`config.mk`:
```
export PLATFORM = sky130hd
export DESIGN_NAME = rsp_response_framer_flat
export DESIGN_NICKNAME = d
export VERILOG_FILES = /design/src/rsp_pkg.sv /design/src/rsp_item_if.sv /design/src/rsp_byte_if.sv /design/src/rsp_response_framer.sv /design/src/flat_wrapper.sv
export SDC_FILE = /design/constraint.sdc
export NUM_CORES = 1
export LEC_CHECK = 0
export BUFFER_PORTS_ARGS = -buffer_cell sky130_fd_sc_hd__buf_2
export CAP_MARGIN = 20
export CORE_UTILIZATION = 45
export CTS_CLUSTER_SIZE = 20
export DETAILED_ROUTE_END_ITERATION = 6
export GPL_TIMING_DRIVEN = 1
export PLACE_DENSITY = 0.64
export SYNTH_ARGS = -nofsm -noshare
export SYNTH_HDL_FRONTEND = slang
export SYNTH_SLANG_ARGS = --single-unit
```
`constraint.sdc`:
```
create_clock -name clk -period 2.69 [get_ports clk]
set_input_delay 0.1345 -clock clk [delete_from_list [all_inputs] [get_ports clk]]
set_output_delay 0.1345 -clock clk [all_outputs]
set_load 0.005 [all_outputs]
```
`src/rsp_pkg.sv`:
```
// Shared types and constants for the response framer.
package rsp_pkg;

  // Framing characters
  localparam logic [7:0] CHAR_ACK    = 8'h2b;  // '+'
  localparam logic [7:0] CHAR_START  = 8'h24;  // '$'
  localparam logic [7:0] CHAR_END    = 8'h23;  // '#'
  localparam logic [7:0] CHAR_ZERO   = 8'h30;  // '0'
  localparam logic [7:0] CHAR_A_LOW  = 8'h61;  // 'a'

  // Positions in the per-item slot mask, in emit order
  localparam int SLOT_ACK   = 0;
  localparam int SLOT_START = 1;
  localparam int SLOT_DATA  = 2;
  localparam int SLOT_END   = 3;
  localparam int SLOT_HI    = 4;
  localparam int SLOT_LO    = 5;
  localparam int NUM_SLOTS  = 6;

  typedef logic [NUM_SLOTS-1:0] slot_mask_t;

  // Lowercase hex digit for one nibble
  function automatic logic [7:0] hex_char(input logic [3:0] nibble);
    logic [7:0] res;
    if (nibble < 4'd10) begin
      res = CHAR_ZERO + {4'd0, nibble};
    end else begin
      res = CHAR_A_LOW + {4'd0, nibble} - 8'd10;
    end
    return res;
  endfunction

endpackage

```
`src/rsp_item_if.sv`:
```
// Payload item channel into the response framer.
interface rsp_item_if;
  logic       valid;
  logic       ready;
  logic [7:0] payload_byte;
  logic       has_byte;
  logic       first_item;
  logic       last_item;
  logic       add_start;
  logic       add_end;

  modport source (output valid, payload_byte, has_byte, first_item, last_item,
                  add_start, add_end, input ready);
  modport sink   (input valid, payload_byte, has_byte, first_item, last_item,
                  add_start, add_end, output ready);
endinterface

```
`src/rsp_byte_if.sv`:
```
// Framed byte channel out of the response framer.
interface rsp_byte_if;
  logic       valid;
  logic       ready;
  logic [7:0] out_byte;
  logic       end_of_run;
  logic       end_of_packet;

  modport source (output valid, out_byte, end_of_run, end_of_packet, input ready);
  modport sink   (input valid, out_byte, end_of_run, end_of_packet, output ready);
endinterface

```
`src/rsp_response_framer.sv`:
```
// Top level of the debugger protocol response framer.
//
// Takes payload items on the item channel and sends the framed byte stream
// on the framed channel, one byte per beat. An item with first_item and
// add_start yields '+' (left out when skip_ack is set) and '$'; an item
// with has_byte passes its byte and adds it to the 8-bit checksum; an item
// with last_item and add_end yields '#' and two lowercase hex digits of the
// checksum. end_of_run marks an item's last byte, end_of_packet the last
// byte of an item with last_item. Items that produce nothing are dropped.
// An item is registered in the held item stage at its beat, and its bytes
// then pass one at a time through the single output byte register (one
// byte for a plain payload item, up to six for a fully framed one-byte
// packet). A held item is released in the same cycle its last byte moves
// to the output register, so back-to-back payload items flow at one per
// cycle while the receiver does not stall.
// Reset clears the checksum, skip_ack and both valid flags. When the
// receiver stalls, the output byte holds and the item stage fills and
// then drops ready.
module rsp_response_framer
  import rsp_pkg::*;
(
  input  logic        clk,
  input  logic        rst,
  input  logic        cfg_we,
  input  logic        cfg_wdata,
  rsp_item_if.sink    item,
  rsp_byte_if.source  framed
);

  // Configuration and checksum state
  logic       skip_ack;
  logic [7:0] running_sum;
  logic [7:0] running_sum_next;

  // Held item stage
  logic       held_valid;
  slot_mask_t held_mask;
  slot_mask_t held_rest;
  logic [7:0] held_byte;
  logic [7:0] held_sum;
  logic       held_last;

  // Output byte register
  logic       out_valid;
  logic [7:0] out_data;
  logic       out_eor;
  logic       out_eop;

  logic       item_beat;
  logic       emit;
  logic       held_done;
  slot_mask_t new_mask;
  logic [7:0] emit_byte;

  assign item_beat = item.valid && item.ready;

  // Checksum after this item's byte
  always_comb begin
    running_sum_next = item.first_item ? 8'd0 : running_sum;
    if (item.has_byte) begin
      running_sum_next = running_sum_next + item.payload_byte;
    end
  end

  // Which bytes this item produces
  always_comb begin
    new_mask             = '0;
    new_mask[SLOT_ACK]   = item.first_item && item.add_start && !skip_ack;
    new_mask[SLOT_START] = item.first_item && item.add_start;
    new_mask[SLOT_DATA]  = item.has_byte;
    new_mask[SLOT_END]   = item.last_item && item.add_end;
    new_mask[SLOT_HI]    = item.last_item && item.add_end;
    new_mask[SLOT_LO]    = item.last_item && item.add_end;
  end

  // Byte for the lowest pending slot
  always_comb begin
    priority if (held_mask[SLOT_ACK]) begin
      emit_byte = CHAR_ACK;
    end else if (held_mask[SLOT_START]) begin
      emit_byte = CHAR_START;
    end else if (held_mask[SLOT_DATA]) begin
      emit_byte = held_byte;
    end else if (held_mask[SLOT_END]) begin
      emit_byte = CHAR_END;
    end else if (held_mask[SLOT_HI]) begin
      emit_byte = hex_char(held_sum[7:4]);
    end else begin
      emit_byte = hex_char(held_sum[3:0]);
    end
  end

  assign held_rest  = held_mask & (held_mask - slot_mask_t'(1));
  assign emit       = held_valid && (!out_valid || framed.ready);
  assign held_done  = emit && (held_rest == '0);
  assign item.ready = !held_valid || held_done;

  // Config register and checksum
  always_ff @(posedge clk) begin
    if (rst) begin
      skip_ack    <= 1'b0;
      running_sum <= 8'd0;
    end else begin
      if (cfg_we) begin
        skip_ack <= cfg_wdata;
      end
      if (item_beat) begin
        running_sum <= running_sum_next;
      end
    end
  end

  // Held item stage
  always_ff @(posedge clk) begin
    if (rst) begin
      held_valid <= 1'b0;
      held_mask  <= '0;
    end else if (item_beat) begin
      held_valid <= (new_mask != '0);
      held_mask  <= new_mask;
    end else if (emit) begin
      held_mask <= held_rest;
      if (held_rest == '0) begin
        held_valid <= 1'b0;
      end
    end
  end

  always_ff @(posedge clk) begin
    if (item_beat) begin
      held_byte <= item.payload_byte;
      held_sum  <= running_sum_next;
      held_last <= item.last_item;
    end
  end

  // Output byte register
  always_ff @(posedge clk) begin
    if (rst) begin
      out_valid <= 1'b0;
    end else if (emit) begin
      out_valid <= 1'b1;
    end else if (framed.ready) begin
      out_valid <= 1'b0;
    end
  end

  always_ff @(posedge clk) begin
    if (emit) begin
      out_data <= emit_byte;
      out_eor  <= (held_rest == '0);
      out_eop  <= (held_rest == '0) && held_last;
    end
  end

  assign framed.valid         = out_valid;
  assign framed.out_byte      = out_data;
  assign framed.end_of_run    = out_eor;
  assign framed.end_of_packet = out_eop;

endmodule

```
`src/flat_wrapper.sv`:
```
// flat-port wrapper written by rule: the top's interface ports become plain ports
module rsp_response_framer_flat import rsp_pkg::*;
  (clk, rst, cfg_we, cfg_wdata, item_valid, item_payload_byte, item_has_byte, item_first_item, item_last_item, item_add_start, item_add_end, item_ready, framed_valid, framed_out_byte, framed_end_of_run, framed_end_of_packet, framed_ready);
  rsp_item_if item_i ();
  rsp_byte_if framed_i ();
  input  logic clk;
  input  logic rst;
  input  logic cfg_we;
  input  logic cfg_wdata;
  input wire logic [$bits(item_i.valid)-1:0] item_valid;
  input wire logic [$bits(item_i.payload_byte)-1:0] item_payload_byte;
  input wire logic [$bits(item_i.has_byte)-1:0] item_has_byte;
  input wire logic [$bits(item_i.first_item)-1:0] item_first_item;
  input wire logic [$bits(item_i.last_item)-1:0] item_last_item;
  input wire logic [$bits(item_i.add_start)-1:0] item_add_start;
  input wire logic [$bits(item_i.add_end)-1:0] item_add_end;
  output wire logic [$bits(item_i.ready)-1:0] item_ready;
  output wire logic [$bits(framed_i.valid)-1:0] framed_valid;
  output wire logic [$bits(framed_i.out_byte)-1:0] framed_out_byte;
  output wire logic [$bits(framed_i.end_of_run)-1:0] framed_end_of_run;
  output wire logic [$bits(framed_i.end_of_packet)-1:0] framed_end_of_packet;
  input wire logic [$bits(framed_i.ready)-1:0] framed_ready;
  assign item_i.valid = item_valid;
  assign item_i.payload_byte = item_payload_byte;
  assign item_i.has_byte = item_has_byte;
  assign item_i.first_item = item_first_item;
  assign item_i.last_item = item_last_item;
  assign item_i.add_start = item_add_start;
  assign item_i.add_end = item_add_end;
  assign item_ready = item_i.ready;
  assign framed_valid = framed_i.valid;
  assign framed_out_byte = framed_i.out_byte;
  assign framed_end_of_run = framed_i.end_of_run;
  assign framed_end_of_packet = framed_i.end_of_packet;
  assign framed_i.ready = framed_ready;
  rsp_response_framer u_core (.clk(clk), .rst(rst), .cfg_we(cfg_we), .cfg_wdata(cfg_wdata), .item(item_i), .framed(framed_i));
endmodule
```
==> impl_metrics.csv, run 1 <==
group,metric,value,unit
min_path,holdCritPathClass,"primary input to flop",
synth,yosysTopAreaCell,"edfxtp_1",
cells_and_area,drive_above_1_share,19.17,%
sta,whs,34.11,ps
power,power_density,545.1,mW/mm^2
drt,ant_nets,0,
setup_path,rr_worst_depth,6,
sta,worstMarginPinSlew,626.1,ps
job,max_cap_viol_count,0,
setup_path,critical_path_depth,6,
synth,synth_top_family_by_area,"compound AO/OA/AOI/OAI gates",
clocking,cts_resized,0,
cells_and_area,nNetsFinal,294,
global_routing,grt_use_total,18.25,%
power,p_total,1.496,mW
min_path,min_delay_path_depth,1,
global_routing,antenna_found_initial,0,
synth,synth_edf_count,27,
clocking,root_buffer,"clkbuf_8",
min_path,hp-start,"item_payload_byte[2]",
synth,synth_area_per_cell,10.33,sq um
clocking,hold_buffers,0,
setup_path,crit_path_cell_trace,"a2111oi_0 -> o211ai_1 -> a31oi_4 -> buf_12 -> mux2i_1 -> nor2_1",
placed_design,port_buffers,30,
setup_path,timing.critical_path.buf_inv,1,
sta,hold_viol,0,
setup_path,crit_path_start_kind,"flop",
drt,drc,0,
synth,ys.flop_type,"edfxtp_1",
global_routing,grt_pass1_wl,7562,um
power,p_leak,1.091,nW
sta,setup_ws,369.2,ps
drt,drt_pre_antenna_iters,4,
die,die_y,74.97,um
global_routing,gr-total-overflow,0,
sta,skew,11.22,ps
placed_design,gp_congestion,0.7851,
drt,vias_per_cell,5.333,
synth,ys_top_cells_by_area,"edfxtp_1 (34%), dfxtp_1 (14%), ha_1 (4.7%)",
setup_path,cp.required,2860,ps
die,die-area,0.005621,sq mm
die,fp.coreArea,0.005107,sq mm
drt,drtIter0Drc,75,
clocking,clockBufferDepth,2,
sta,layout_min_cycle_time,2321,ps
clocking,clock-sinks,44,
sta,setup_viol,0,
placed_design,dp.cells,328,
cells_and_area,fin_cells,336,
setup_path,crit_fanout,18,
outcome,outcome,"finished, final reports clean",
setup_path,cp_data_arrival_time,2490,ps
clocking,cts_buffers,5,
synth,synthCells,232,
placed_design,dp_slack,410.4,ps
cells_and_area,final_cell_area,0.002744,sq mm
die,die-width,74.97,um
sta,setup_tns,0,ps
cells_and_area,syn_to_final_growth,14.52,%
setup_path,reg2reg_from,"u_core.held_mask[3]",
synth,synth_xor_area_share,1.828,%
setup_path,cp-end-kind,"flop",
synth,yosys.area_share.simple,16.08,%
clocking,clock_latency,300,ps
clocking,cts.clk_slew.worst_paths,90,ps
drt,wl_per_cell,13.84,um
cells_and_area,final_core_util,53.72,%
synth,synth_warnings,0,
sta,max_freq,430.9,MHz
die,io_pins,31,
synth,synthArstFlopShare,0,%
global_routing,grt_max_degree,22,
clocking,post_cts_buffers,0,
synth,yosysSeqAreaShare,48.04,%
drt,via_count,1792,
drt,wirelength,4650,um
setup_path,slowest_stage,"a2111oi_0",
synth,synth-seq-cells,44,
clocking,cts_max_level,2,
sta,fin_crit_sh,86.27,%
placed_design,hpwl,3523,um
setup_path,critPathTopFamily,"compound AO/OA/AOI/OAI gates",
global_routing,grt_pass1_vias,1611,
die,start_util,46.91,%
clocking,tritoncts,"done",
sta,slew_viol_final,0,
synth,synth_compound_area_share,17.65,%
setup_path,max_stage_delay,580,ps
synth,yosysUniqueCellTypes,54,
cells_and_area,n_fill_cell,477,
setup_path,startpoint,"u_core.held_mask[3]",
sta,max_slew_margin,57.87,%
die,fp-row-count,26,
cells_and_area,n_antenna_cell,0,
synth,syn_area,0.002396,sq mm
synth,yosysTopAreaCellShare,33.84,%
synth,synth_nets,261,
synth,synthAdderAreaFrac,5.535,%
setup_path,worstSetupPathType,"flop to flop",
sta,rsz0062_at_grt,"false",
placed_design,place_area,0.002643,sq mm
power,ir_worst_vdd,203.4,uV
synth,muxShareOfSynthArea,6.475,%
## state kept, by name, summed over array words and instances (netlist names)
register / cells
u_core.framed.end_of_packet: 1
u_core.framed.out_byte: 8
u_core.held_mask: 6
u_core.held_byte: 8
u_core.skip_ack: 1
u_core.held_valid: 1
u_core.held_sum: 8
u_core.framed.end_of_run: 1
u_core.framed.valid: 1
u_core.running_sum: 8
u_core.held_last: 1
## layout by cell type, fill, tap and decap left out, drive strengths merged, types with 2 or more instances in the layout
master   Yosys  final
clkbuf       7      8
ha           9      9
a2111oi      2      2
a211oi       4      4
nand3        9      9
nand2b       4      4
or2          2      2
mux2i       11     11
nand2       12     12
a32o         3      3
dfxtp       17     17
a31oi        2      2
buf          2     35
o31ai        2      2
o21bai       2      2
nor3         3      3
inv         17     17
o21ai       16     16
mux2         4      4
xnor2        4      4
edfxtp      27     27
o211ai       2      2
a21oi       10     10
nand3b       3      3
nor2        18     18
o21a         2      2
a211o        3      3
a221o        2      2
nor2b       13     13
## area by class of cell
cell class / count / area (sq um) / share of cell area, %
Clock buffer: 8 / 101.3 / 3.694
Inverter: 17 / 63.81 / 2.326
Timing Repair Buffer: 35 / 200.2 / 7.296
Sequential cell: 44 / 1151 / 41.95
Multi-Input combinational cell: 162 / 1140 / 41.54
Tap cell: 70 / 87.58 / 3.192
## power by group
group	internal [mW]	switching [mW]
clock network	0.241	0.232
registers	0.764	0.0256
logic	0.104	0.128
total	1.11	0.386
## kinds of logic after synthesis
logic type               count (synthesis)
flip-flops                              44
multiplexers                            15
AND/OR/NAND/NOR                         73
buffers and inverters                   26
XOR/XNOR                                 5
AO/OA/AOI/OAI                           59
adder cells (fa/ha/maj)                 10
## path summary, 6_finish.rpt
path                           end  slack [ps]
max          u_core.running_sum[3]         370
min reg2reg    u_core.held_mask[0]         470
min            u_core.held_byte[2]          30
max reg2reg  u_core.running_sum[3]         370
## cells in the mapped netlist (all sizes together) (3+ instances only)
master  count
o21ai      16
nor2       18
inv        17
edfxtp     27
a32o        3
nand3b      3
nor3        3
mux2i      11
a211o       3
mux2        4
ha          9
nand2      12
dfxtp      17
nand2b      4
a21oi      10
xnor2       4
clkbuf      7
nor2b      13
a211oi      4
nand3       9
## layer usage
| layer | routed length, um | share of wire [%] | track usage (%) | up-vias |
|---|---|---|---|---|
| met5 | 0 | 0 | 0 | - |
| met4 | 50 | 1.1 | 5.451 | 0 |
| met3 | 155 | 3.3 | 4.016 | 5 |
| met2 | 2236 | 48 | 31.13 | 36 |
| met1 | 2208 | 47 | 23.25 | 829 |
| li1 | - | - | - | 922 |
Power figures use the tool's default switching activity.
==> run 2, diff against run 1 <==
Settings changed: CELL_PAD_IN_SITES_DETAIL_PLACEMENT from default to 1, CELL_PAD_IN_SITES_GLOBAL_PLACEMENT from default to 2, CORE_UTILIZATION 45 to 37, MAX_ROUTING_LAYER from default to met4, PLACE_DENSITY 0.64 to 0.78.
==> impl_metrics.csv, run 2 (synthesis results as in run 1) <==
group,metric,value,unit
clocking,hold_buffers,0,
power,power_density,543.4,mW/mm^2
sta,whs,36.19,ps
min_path,holdCritPathClass,"primary input to flop",
placed_design,place_area,0.002634,sq mm
global_routing,grt_use_total,18.99,%
clocking,tritoncts,"done",
power,p_total,1.486,mW
drt,drt_pre_antenna_iters,4,
placed_design,dp_slack,377.8,ps
drt,wl_per_cell,16.20,um
setup_path,r2r_slack,450,ps
placed_design,dp.cells,331,
global_routing,grt_pass1_vias,1813,
placed_design,gp_congestion,0.8047,
cells_and_area,final_core_util,44.85,%
min_path,min_delay_path_depth,1,
clocking,clock-sinks,44,
drt,ant_nets,0,
min_path,min_to,"u_core.held_byte[2]",
global_routing,grt_use_met3,2.967,%
setup_path,cp.required,2740,ps
setup_path,reg2reg_to,"u_core.held_sum[6]",
clocking,post_cts_buffers,0,
cells_and_area,final_cell_area,0.002734,sq mm
global_routing,grt_pass1_wl,9204,um
sta,slew_viol_final,0,
die,die-width,82.47,um
sta,skew,6.083,ps
setup_path,rr_worst_depth,9,
drt,drc,0,
outcome,outcome,"finished, final reports clean",
sta,max_freq,446.0,MHz
cells_and_area,final_cell_mix,"buf_2 (30), edfxtp_1 (27), nor2_1 (18)",
sta,rsz0062_at_grt,"false",
global_routing,antenna_found_initial,0,
clocking,root_buffer,"clkbuf_8",
setup_path,max_stage_delay,410,ps
setup_path,cp_data_arrival_time,2300,ps
placed_design,hpwl,4187,um
cells_and_area,fin_cells,339,
cells_and_area,nNetsFinal,292,
drt,drtIter0Drc,89,
sta,setup_tns,0,ps
power,p_leak,1.082,nW
die,die_y,82.47,um
setup_path,crit_top_cell,"nor2b_1",
drt,via_count,1835,
power,ir_worst_vdd,193.4,uV
setup_path,reg2reg_from,"u_core.running_sum[0]",
cells_and_area,final_common_cell,"buf_2",
setup_path,slowest_stage,"fa_1",
placed_design,port_buffers,30,
global_routing,grt_max_degree,36,
die,io_pins,31,
die,fp.coreArea,0.006096,sq mm
sta,setup_viol,0,
clocking,cts_buffers,5,
sta,worstMarginPinSlew,630.5,ps
clocking,clockBufferDepth,2,
job,max_cap_viol_count,0,
cells_and_area,n_antenna_cell,0,
drt,vias_per_cell,5.413,
global_routing,gr-total-overflow,0,
setup_path,cp-end-kind,"flop",
setup_path,crit_path_start_kind,"flop",
sta,max_slew_margin,57.58,%
min_path,hp-start,"item_payload_byte[2]",
drt,wirelength,5492,um
sta,setup_ws,447.8,ps
cells_and_area,syn_to_final_growth,14.10,%
die,fp-row-count,28,
clocking,cts_max_level,2,
global_routing,grt_use_met1,25.02,%
global_routing,top_usage_layer,"met2",
global_routing,grtUsageMet2,29.67,%
clocking,cts_resized,0,
setup_path,crit_path_cell_trace,"nor2b_1 -> ha_1 -> inv_1 -> fa_1 -> nor2b_1 -> o31ai_1 -> nand4_1 -> o2111ai_1 -> mux2_2",
die,start_util,39.31,%
setup_path,crit_fanout,3,
clocking,clock_latency,290,ps
cells_and_area,drive_above_1_share,18.94,%
sta,hold_viol,0,
sta,fin_crit_sh,83.35,%
clocking,cts.clk_slew.worst_paths,80,ps
sta,layout_min_cycle_time,2242,ps
die,die-area,0.006801,sq mm
setup_path,worstSetupPathType,"flop to flop",
## run 2: worst max-delay path, delay by kind of cell (launching register included)
kind,cells,cell delay (ps)
fa+ha+maj,2,620
compound gates,2,260
flops,1,330
mux,1,280
buf+inv,1,70
simple gates,3,450
## run 2: layout make-up
| cell class | instances | area [sq um] |
|---|---|---|
| Multi-Input combinational cell | 162 | 1140 |
| Inverter | 17 | 63.81 |
| Clock buffer | 8 | 100.1 |
| Sequential cell | 44 | 1151 |
| Tap cell | 75 | 93.84 |
| Timing Repair Buffer | 33 | 185.2 |
| Fill cell | 712 | 3362 |
## run 2: worst max-delay path by stage
| stage | start | to | cells after the start |
|---|---|---|---|
| floorplan | u_core.held_mask[2] | u_core.running_sum[0] | 6 |
| global placement | item_first_item | u_core.held_sum[7] | 9 |
| detailed placement | item_first_item | u_core.held_sum[6] | 10 |
| CTS | u_core.running_sum[0] | u_core.held_sum[6] | 9 |
| global route | u_core.running_sum[0] | u_core.held_sum[6] | 9 |
| finish | u_core.running_sum[0] | u_core.held_sum[6] | 9 |
## run 2: power by group
part	internal (mW)	switching, mW	leakage (nW)
sequential	0.765	0.0289	0.396
combinational	0.103	0.134	0.634
clock	0.235	0.221	0.0515
total	1.10	0.383	1.08
## run 2: per-layer routing
| layer | part of all wire, % | wire [um] | vias up |
|---|---|---|---|
| met5 | 0 | 0 | - |
| met1 | 49 | 2686 | 882 |
| li1 | - | - | 917 |
| met4 | 1.5 | 85 | 0 |
| met2 | 47 | 2597 | 30 |
| met3 | 2.2 | 123 | 6 |
==> run 3, diff against run 2 <==
Clock period 2.69 ns to 2.1 ns, I/O delays scaled along.
==> impl_metrics.csv, run 3 (synthesis results as in run 1) <==
group,metric,value,unit
clocking,tritoncts,"done",
power,p_clk_share,31.4,%
power,power.share.sequential,49.4,%
global_routing,grt_pass1_vias,1919,
power,pwr-share-comb,19.3,%
setup_path,worstSetupPathType,"flop to flop",
power,p_int,1.526,mW
power,power_density,662.0,mW/mm^2
drt,via_count,1942,
sta,skew,5.236,ps
cells_and_area,n_antenna_cell,0,
global_routing,antenna_found_initial,0,
drt,wl_per_cell,17.37,um
power,p_sw,0.5330,mW
setup_path,cp-end-kind,"flop",
sta,layout_min_cycle_time,2124,ps
sta,setup_viol,5,
clocking,cts_max_level,2,
clocking,cts_buffers,5,
min_path,hp-start,"item_payload_byte[5]",
clocking,clock-sinks,44,
setup_path,slowest_stage,"or4_4",
setup_path,cp_data_arrival_time,2290,ps
sta,max_slew_margin,68.58,%
drt,vias_per_cell,5.335,
min_path,holdCritPathClass,"primary input to flop",
cells_and_area,nNetsFinal,317,
power,switching_share,25.88,%
sta,hold_viol,0,
sta,slew_viol_final,0,
cells_and_area,final_core_util,51.03,%
global_routing,gr-total-overflow,0,
placed_design,hpwl,4346,um
cells_and_area,final_common_cell,"buf_2",
power,ir_worst_vdd,414.6,uV
drt,drt_pre_antenna_iters,4,
clocking,root_buffer,"clkbuf_8",
setup_path,crit_fanout,7,
sta,fin_crit_sh,101.1,%
drt,drc,0,
die,fp-row-count,28,
job,max_cap_viol_count,0,
die,io_pins,31,
cells_and_area,syn_to_final_growth,29.82,%
drt,wirelength,6322,um
die,die-width,82.47,um
outcome,outcome,"finished with violations",
global_routing,grt_max_degree,22,
die,die_y,82.47,um
global_routing,grt_use_total,20.46,%
cells_and_area,final_cell_mix,"buf_2 (30), edfxtp_1 (27), buf_4 (21)",
sta,worstMarginPinSlew,466.4,ps
global_routing,grt_pass1_wl,9991,um
setup_path,r2r_slack,-20,ps
min_path,min_delay_path_depth,1,
clocking,cts.clk_slew.worst_paths,90,ps
cells_and_area,n_fill_cell,698,
setup_path,reg2reg_to,"u_core.running_sum[3]",
sta,rsz0062_at_grt,"true",
die,die-area,0.006801,sq mm
power,p_total,2.059,mW
clocking,clockBufferDepth,2,
die,fp.coreArea,0.006096,sq mm
drt,drtIter0Drc,87,
outcome,failed_checks,"negative setup slack",
placed_design,port_buffers,30,
sta,max_freq,470.9,MHz
die,start_util,39.31,%
clocking,hold_buffers,0,
drt,ant_nets,0,
setup_path,cp.required,2260,ps
sta,setup_tns,-76.07,ps
setup_path,max_stage_delay,530,ps
placed_design,gp_congestion,0.7964,
power,p_leak,1.248,nW
clocking,clock_latency,290,ps
setup_path,crit_path_start_kind,"flop",
setup_path,reg2reg_from,"u_core.held_mask[5]",
min_path,min_to,"u_core.held_byte[5]",
sta,setup_ws,-23.68,ps
cells_and_area,fin_cells,364,
placed_design,dp.cells,348,
setup_path,crit_path_cell_trace,"or4_4 -> a211o_1 -> a31oi_4 -> buf_6 -> clkbuf_16 -> mux2i_1 -> nor2_1",
cells_and_area,drive_above_1_share,33.91,%
setup_path,rr_worst_depth,7,
==> run 3: cell count changes in the layout (fill, tap and decap cells not counted), moves of 2 or more <==
cell	change
dfxtp_2	+6
nand3_4	+2
a2111oi_0	-2
nor2b_1	-3
clkbuf_8	-2
buf_4	+19
dfxtp_1	-6
nor2b_4	+2
ha_1	-2
buf_6	+3
==> run 3: routing by layer <==
| layer | GRT usage (%) | part of all wire, % | vias to the layer above |
|---|---|---|---|
| li1 | - | - | 968 |
| met1 | 27.41 | 47 | 937 |
| met2 | 32.81 | 50 | 33 |
| met3 | 2.637 | 2.8 | 4 |
| met4 | 4.737 | 0.89 | 0 |
| met5 | - | 0 | - |
==> run 3: timing repair <==
action                                  4_1_cts  5_1_grt
endpoints found under the setup margin        7       32
pin swaps                                     1       12
setup buffers                                 0        6
gates resized for setup                      12       24
cloned                                        1        1
==> run 3: worst max-delay path by stage <==
| stage | start | endpoint | slack [ps] | depth (start not counted) |
|---|---|---|---|---|
| CTS | u_core.held_mask[2] | u_core.held_mask[0] | 20 | 6 |
| finish | u_core.held_mask[5] | u_core.running_sum[3] | -20 | 7 |
| floorplan | u_core.held_mask[2] | u_core.running_sum[0] | 40 | 6 |
| detailed placement | u_core.running_sum[2] | u_core.held_sum[6] | -110 | 7 |
| global placement | u_core.running_sum[0] | u_core.held_sum[6] | -9 | 9 |
| global route | u_core.held_mask[5] | u_core.running_sum[1] | -70 | 7 |
==> run 3: final cells by class <==
cell class | count | area [sq um] | area share [%]
multi-input cells | 162 | 1252 | 40.27
clock buffers | 6 | 72.57 | 2.333
inverters | 17 | 63.81 | 2.051
repair buffers | 58 | 434.2 | 13.96
flip-flops and latches | 44 | 1159 | 37.25
clock inverters | 2 | 35.03 | 1.126
well taps | 75 | 93.84 | 3.017
==> run 3: per-stage QoR <==
step                      worst slack [ps]  hold slack, ps  cell area, sq um
after floorplan                      36.99           203.9              2396
after global placement              -9.201           317.1              2774
after detailed placement            -111.1           313.0              2774
after CTS                            18.15           4.536              2960
after global routing                -65.11           8.816              3110
final                               -23.68           12.56              3110
==> run 3: power by group through the flow <==
| stage | Combinational [mW] | Clock, mW | Sequential, mW |
|---|---|---|---|
| after floorplan | 0.215 | 0 | 1.02 |
| after global placement | 0.336 | 0 | 1.03 |
| after detailed placement | 0.343 | 0 | 1.03 |
| after CTS | 0.364 | 0.654 | 1.01 |
| after global routing | 0.440 | 0.704 | 1.02 |
| final | 0.397 | 0.646 | 1.02 |
==> run 3: worst max-delay path: cells and delay by family, from the launching register on <==
family                 cells  cell delay, ps
muxes                      1             180
AOI/OAI and AO/OA          2             550
DFF                        1             350
and+or+nand+nor            2             590
buffers and inverters      2             320
